===== config.mk =====
export PLATFORM = sky130hd
export DESIGN_NAME = lin_protected_id_and_checksum
export DESIGN_NICKNAME = d
export VERILOG_FILES = /design/src/rtl/lpic_pkg.sv /design/src/rtl/lpic_calc.sv /design/src/rtl/lin_protected_id_and_checksum.sv
export SDC_FILE = /design/constraint.sdc
export NUM_CORES = 1
export LEC_CHECK = 0
export ABC_CLOCK_PERIOD_IN_PS = 3000
export BUFFER_PORTS_ARGS = -buffer_cell sky130_fd_sc_hd__clkbuf_2
export CAP_MARGIN = 10
export CORE_MARGIN = 1.5
export CORE_UTILIZATION = 51
export DETAILED_ROUTE_END_ITERATION = 6
export PLACE_DENSITY_LB_ADDON = 0.25
export SYNTH_ARGS = -nofsm -noshare
export SYNTH_HDL_FRONTEND = slang
export SYNTH_SLANG_ARGS = --single-unit

===== constraint.sdc =====
create_clock -name aclk -period 3 [get_ports aclk]
set_input_delay 0.45 -clock aclk [delete_from_list [all_inputs] [get_ports aclk]]
set_output_delay 0.45 -clock aclk [all_outputs]
set_load 0.005 [all_outputs]

===== src/rtl/lpic_pkg.sv =====
// Package for the LIN protected id and checksum block.
// Request and result codes, the result record and the id parity function.
// No dependencies.
package lpic_pkg;

    localparam int MAX_DATA_DEFAULT = 8;

    // request codes
    localparam logic [1:0] REQ_ID       = 2'd0;
    localparam logic [1:0] REQ_DATA     = 2'd1;
    localparam logic [1:0] REQ_CHECK    = 2'd2;
    localparam logic [1:0] REQ_GENERATE = 2'd3;

    // result codes
    localparam logic [1:0] KIND_PID     = 2'd0;
    localparam logic [1:0] KIND_VERDICT = 2'd1;
    localparam logic [1:0] KIND_GEN     = 2'd2;

    localparam logic [7:0] ID_MASK = 8'h3F;

    typedef struct packed {
        logic [1:0] result_kind;
        logic [7:0] out_byte;
        logic       id_ok;
        logic       sum_ok;
        logic       too_long;
    } result_t;

    // P0 = id0^id1^id2^id4 in bit 6, P1 = ~(id1^id3^id4^id5) in bit 7
    function automatic logic [7:0] add_parity(input logic [5:0] id);
        logic p0;
        logic p1;
        p0 = id[0] ^ id[1] ^ id[2] ^ id[4];
        p1 = ~(id[1] ^ id[3] ^ id[4] ^ id[5]);
        return {p1, p0, id};
    endfunction

    // LIN carry-add: a carry out of bit 7 wraps into bit 0
    function automatic logic [7:0] carry_add(input logic [7:0] a, input logic [7:0] b);
        logic [8:0] s;
        s = {1'b0, a} + {1'b0, b};
        return s[7:0] + {7'd0, s[8]};
    endfunction

endpackage


===== src/rtl/lpic_calc.sv =====
// Frame state and per-transaction result logic of the LIN id/checksum block.
// Depends on lpic_pkg.
module lpic_calc #(
    parameter int MAX_DATA = lpic_pkg::MAX_DATA_DEFAULT
) (
    input  logic             aclk,
    input  logic             aresetn,
    input  logic             advance,
    input  logic [1:0]       req_type,
    input  logic [7:0]       value,
    input  logic             enhanced,
    output lpic_pkg::result_t result
);

    localparam int CNT_W = $clog2(MAX_DATA + 1);

    logic [7:0]       running_sum_reg, running_sum_next;
    logic [7:0]       frame_id_reg, frame_id_next;
    logic             frame_id_good_reg, frame_id_good_next;
    logic [CNT_W-1:0] byte_count_reg, byte_count_next;
    logic             overflowed_reg, overflowed_next;

    logic [7:0] computed;
    logic [7:0] parity_id;
    logic [7:0] pid;
    logic       pid_good;

    assign computed  = ~running_sum_reg;
    assign parity_id = lpic_pkg::add_parity(value[5:0]);
    // values above 63 are received protected ids: pass through and check
    assign pid       = (value[7:6] == 2'b00) ? parity_id : value;
    assign pid_good  = (value[7:6] == 2'b00) ? 1'b1 : (parity_id == value);

    always_comb begin
        running_sum_next   = running_sum_reg;
        frame_id_next      = frame_id_reg;
        frame_id_good_next = frame_id_good_reg;
        byte_count_next    = byte_count_reg;
        overflowed_next    = overflowed_reg;
        result.result_kind = lpic_pkg::KIND_GEN;
        result.out_byte    = computed;
        result.id_ok       = frame_id_good_reg;
        result.sum_ok      = 1'b0;
        result.too_long    = overflowed_reg;
        unique case (req_type)
            lpic_pkg::REQ_ID: begin
                frame_id_next      = pid;
                frame_id_good_next = pid_good;
                running_sum_next   = enhanced ? pid : 8'd0;
                byte_count_next    = '0;
                overflowed_next    = 1'b0;
                result.result_kind = lpic_pkg::KIND_PID;
                result.out_byte    = pid;
                result.id_ok       = pid_good;
                result.too_long    = 1'b0;
            end
            lpic_pkg::REQ_DATA: begin
                if (byte_count_reg < CNT_W'(MAX_DATA)) begin
                    running_sum_next = lpic_pkg::carry_add(running_sum_reg, value);
                    byte_count_next  = byte_count_reg + CNT_W'(1);
                end else begin
                    overflowed_next = 1'b1;
                end
            end
            lpic_pkg::REQ_CHECK: begin
                result.result_kind = lpic_pkg::KIND_VERDICT;
                result.sum_ok      = (value == computed);
            end
            lpic_pkg::REQ_GENERATE: begin
                result.result_kind = lpic_pkg::KIND_GEN;
            end
            default: begin
                result.result_kind = lpic_pkg::KIND_GEN;
            end
        endcase
    end

    always_ff @(posedge aclk) begin
        if (!aresetn) begin
            running_sum_reg   <= 8'd0;
            frame_id_reg      <= 8'd0;
            frame_id_good_reg <= 1'b0;
            byte_count_reg    <= '0;
            overflowed_reg    <= 1'b0;
        end else if (advance) begin
            running_sum_reg   <= running_sum_next;
            frame_id_reg      <= frame_id_next;
            frame_id_good_reg <= frame_id_good_next;
            byte_count_reg    <= byte_count_next;
            overflowed_reg    <= overflowed_next;
        end
    end

endmodule


===== src/rtl/lin_protected_id_and_checksum.sv =====
// Top level of the LIN protected id and checksum block.
// Input register, lpic_calc and result register. Depends on lpic_pkg, lpic_calc.
//
// Usage: the s_ channel carries one LIN frame item per transaction:
// an identifier (starts a frame, s_enhanced selects enhanced checksum),
// data bytes, a received checksum byte to verify, or a generate request.
// Identifier, verify and generate transactions each give one m_ result;
// data bytes give none. Bytes beyond MAX_DATA are dropped and flagged as
// m_too_long on later results of the frame.
// Timing: transactions wait in the input register, and results pass through
// the result register, which drives m_valid. Throughput: one transaction per
// cycle unless a result waits on a full result register; the checksum
// carry-add and the parity logic sit in one stage between the two registers.
// Stall: while m_ready is low the result holds; the input register still
// takes one more transaction, and data bytes keep flowing since they need
// no result slot. s_ready drops only when a result-bearing transaction waits
// on a full result register.
// Reset (aresetn low, synchronous): both registers empty, sum, id, count
// and overflow flag cleared; no clearing sweep is needed.
module lin_protected_id_and_checksum #(
    parameter int MAX_DATA = lpic_pkg::MAX_DATA_DEFAULT
) (
    input  logic       aclk,
    input  logic       aresetn,
    input  logic       s_valid,
    output logic       s_ready,
    input  logic [1:0] s_req_type,
    input  logic [7:0] s_value,
    input  logic       s_enhanced,
    output logic       m_valid,
    input  logic       m_ready,
    output logic [1:0] m_result_kind,
    output logic [7:0] m_out_byte,
    output logic       m_id_ok,
    output logic       m_sum_ok,
    output logic       m_too_long
);

    logic       in_valid_reg, in_valid_next;
    logic [1:0] in_type_reg;
    logic [7:0] in_value_reg;
    logic       in_enh_reg;
    logic       out_valid_reg, out_valid_next;
    lpic_pkg::result_t out_reg;
    lpic_pkg::result_t calc_result;

    logic needs_out;
    logic out_free;
    logic advance;
    logic in_take;

    assign needs_out = (in_type_reg != lpic_pkg::REQ_DATA);
    assign out_free  = !out_valid_reg || m_ready;
    assign advance   = in_valid_reg && (!needs_out || out_free);
    assign s_ready   = !in_valid_reg || advance;
    assign in_take   = s_valid && s_ready;

    assign in_valid_next  = in_take || (in_valid_reg && !advance);
    assign out_valid_next = (advance && needs_out) || (out_valid_reg && !m_ready);

    lpic_calc #(
        .MAX_DATA(MAX_DATA)
    ) u_calc (
        .aclk     (aclk),
        .aresetn  (aresetn),
        .advance  (advance),
        .req_type (in_type_reg),
        .value    (in_value_reg),
        .enhanced (in_enh_reg),
        .result   (calc_result)
    );

    always_ff @(posedge aclk) begin
        if (!aresetn) begin
            in_valid_reg  <= 1'b0;
            out_valid_reg <= 1'b0;
        end else begin
            in_valid_reg  <= in_valid_next;
            out_valid_reg <= out_valid_next;
        end
    end

    always_ff @(posedge aclk) begin
        if (in_take) begin
            in_type_reg  <= s_req_type;
            in_value_reg <= s_value;
            in_enh_reg   <= s_enhanced;
        end
        if (advance && needs_out) begin
            out_reg <= calc_result;
        end
    end

    assign m_valid       = out_valid_reg;
    assign m_result_kind = out_reg.result_kind;
    assign m_out_byte    = out_reg.out_byte;
    assign m_id_ok       = out_reg.id_ok;
    assign m_sum_ok      = out_reg.sum_ok;
    assign m_too_long    = out_reg.too_long;

endmodule


==> out/qor.yml <==
via_per_inst: 5.76
cts_tree: "done"
layout-drive-gt1-share: 0.302
grt_pass1_wl_um: 7670
pre_cts_slack_ns: 0.0277
ios: 30
die_w_um: 68.7
core_um2: 4060
drtAntennaViolNets: 0
max_freq_mhz: 352
gp_congestion: 0.880
setup_ws_ns: 0.155
outcome: "finished, final reports clean"
drc: 0
max-vdd-ir-drop_mv: 0.364
synth_nets: 231
clk_pin_slew_ns: 0.08
port_buffers: 29
fin_nets: 274
area_growth_pct: 19.5
grt_overflow_total: 0
dr.pass1.iters: 5
crit_type: "register to register"
hold_violations: 0
grt_pass1_vias: 1645
worst_ep_arrival_time_ns: 3.07
die_h_um: 68.7
synth.distinct_cells: 52
setup_viol: 0
cts_max_level: 2
crit_path_end_kind: "register"
reg2regPathDepth: 13
worstHoldStart: "s_req_type[0]"
worstPathRequired_ns: 3.22
clock_latency_ns: 0.29
synthCells: 204
stdcell_area_um2: 2630
wl_per_cell_um: 16.3
postSynth.asyncResetShare: 0
drv_slew: 0
dp.final_hpwl_um: 3620
yosysTopAreaCell: "edfxtp_1"
r2r_start: "in_value_reg[0]"
instances_no_fill: 298
fin_crit_ns: 2.84
clk_path_buf_depth: 2
synth_edf_count: 24
numCtsBuffers: 5
cap_violations: 0
synth_warnings: 0
dpl_cell_area_um2: 2460
crit_fanout: 3
synth_area_um2: 2200
clock_sinks: 40
wirelength_um: 4850
cellPowerDensity_nw_per_um2: 490
r2r_end: "u_calc.running_sum_reg[6]"
slew_headroom: 0.585
drt-initial-drc-count: 182
synth_area_leaders: "edfxtp_1, dfxtp_1, ha_1"
track_usage: 0.224
avgSynthCellArea_um2: 10.8
yosys.area.top_type_share: 0.328
start_util: 0.542
worst_pin_slew_ns: 0.622
synth-seq-area-share: 0.474
synth_top_flop_cell: "edfxtp_1"
fillers: 321
n_antenna_cell: 0
vias: 1715
holdPathStages: 1
cts_hold_buf: 0
grt_antenna_before_repair: 0
min_period_over_period: 0.948
dieArea_um2: 4710
cp-start-kind: "register"
grt_max_degree: 14
dp_cells: 289
synth.ff_latch_count: 40
hold_ws_ns: 0.333
min_path_type: "primary input to register"
root_buffer: "clkbuf_8"
min_to: "in_type_reg[0]"
leakagePower_nw: 1.06
r2r_slack_ns: 0.16
fin_worst_skew_ns: 0.00966
rows: 23
-- worst max-delay path, stage by stage (launching register included) --
cell and delay, ns:
edfxtp_1 0.39, ha_2 0.22, fa_2 0.35, a211o_1 0.29
a211oi_2 0.24, nor2_1 0.07, o21ai_1 0.13, nand2b_1 0.09
ha_2 0.18, and2_4 0.15, o2111ai_4 0.10, nor2_2 0.06
or4_1 0.42, o211ai_2 0.08
-- per-layer routing --
layer,part of all wire,vias to the layer above,track usage
li1,-,839,-
met1,0.44,793,0.295
met2,0.46,70,0.355
met3,0.077,13,0.0568
met4,0.024,0,0.0800
met5,0,-,0
-- cell families (layout without fill, tap and decap cells) --
group                      Yosys count  in the layout  share of synthesized area
muxes                                3              3                     0.0142
adders and majority gates           12             12                     0.0717
AOI/OAI and AO/OA                   53             53                      0.193
and+or+nand+nor                     69             69                      0.152
xor gates and xnor gates            16             16                     0.0672
DFF                                 40             40                      0.474
buffers and inverters               11             55                     0.0285
-- area by class of cell --
class	instances	area [um^2]	share of cell area
Clock buffer	8	121	0.0462
Inverter	4	15.0	0.00572
Timing Repair Buffer	43	250	0.0953
Multi-Input combinational cell	153	1140	0.433
Tap cell	50	62.6	0.0238
Sequential cell	40	1040	0.396
-- worst max-delay path by stage --
stage,from,end,slack (ns),cells past startpoint
detailed placement,in_value_reg[0],u_calc.running_sum_reg[6],0.03,13
floorplan,in_value_reg[0],u_calc.running_sum_reg[6],0.004,13
CTS,in_value_reg[0],u_calc.running_sum_reg[6],0.02,13
finish,in_value_reg[0],u_calc.running_sum_reg[6],0.16,13
global placement,in_value_reg[0],u_calc.running_sum_reg[6],0.08,13
global route,in_value_reg[0],u_calc.running_sum_reg[6],-0.01,13
-- where the power goes --
part / leakage, nW / switching [mW] / internal [mW]
registers: 0.355 / 0.0197 / 0.609
clock network: 0.0627 / 0.180 / 0.260
logic: 0.640 / 0.123 / 0.0961
-- stage by stage --
| step | utilization | setup TNS, ns | total power [mW] |
|---|---|---|---|
| global route | 0.647 | -0.0120 | 1.34 |
| global placement | 0.606 | 0 | 0.844 |
| floorplan | - | 0 | 0.782 |
| CTS | 0.636 | 0 | 1.28 |
| detailed placement | 0.606 | 0 | 0.848 |
| finish | 0.647 | 0 | 1.29 |
-- layout by cell type (no fill, tap or decap), drive strengths merged, types with 4 or more instances in the layout --
cell    instances
nor2b           4
o211ai          4
inv             4
buf            14
xor2            8
nand3          10
o21ai          13
dfxtp          16
and2            4
a21oi           8
nor2           18
xnor2           8
clkbuf         37
a21o            4
nand2          21
ha             11
edfxtp         24
-- Yosys cell counts (all sizes together), types with 2 or more instances --
library cell,count
xor2,8
and3,2
clkbuf,6
or2,2
nor2b,4
ha,11
nand2b,2
a31oi,2
nand3,10
and2,4
o211ai,4
dfxtp,16
inv,4
a21o,4
edfxtp,24
xnor2,8
mux2i,2
nand2,21
nor2,18
a21oi,8
a211oi,2
o21ai,13
a221oi,3
a311oi,3
o21bai,3
-- timing repair --
item | CTS | global route
endpoints found under the setup margin | 0 | 6
setup buffers | 0 | 1
gates resized for setup | 0 | 10
Power figures use the tool's default switching activity.
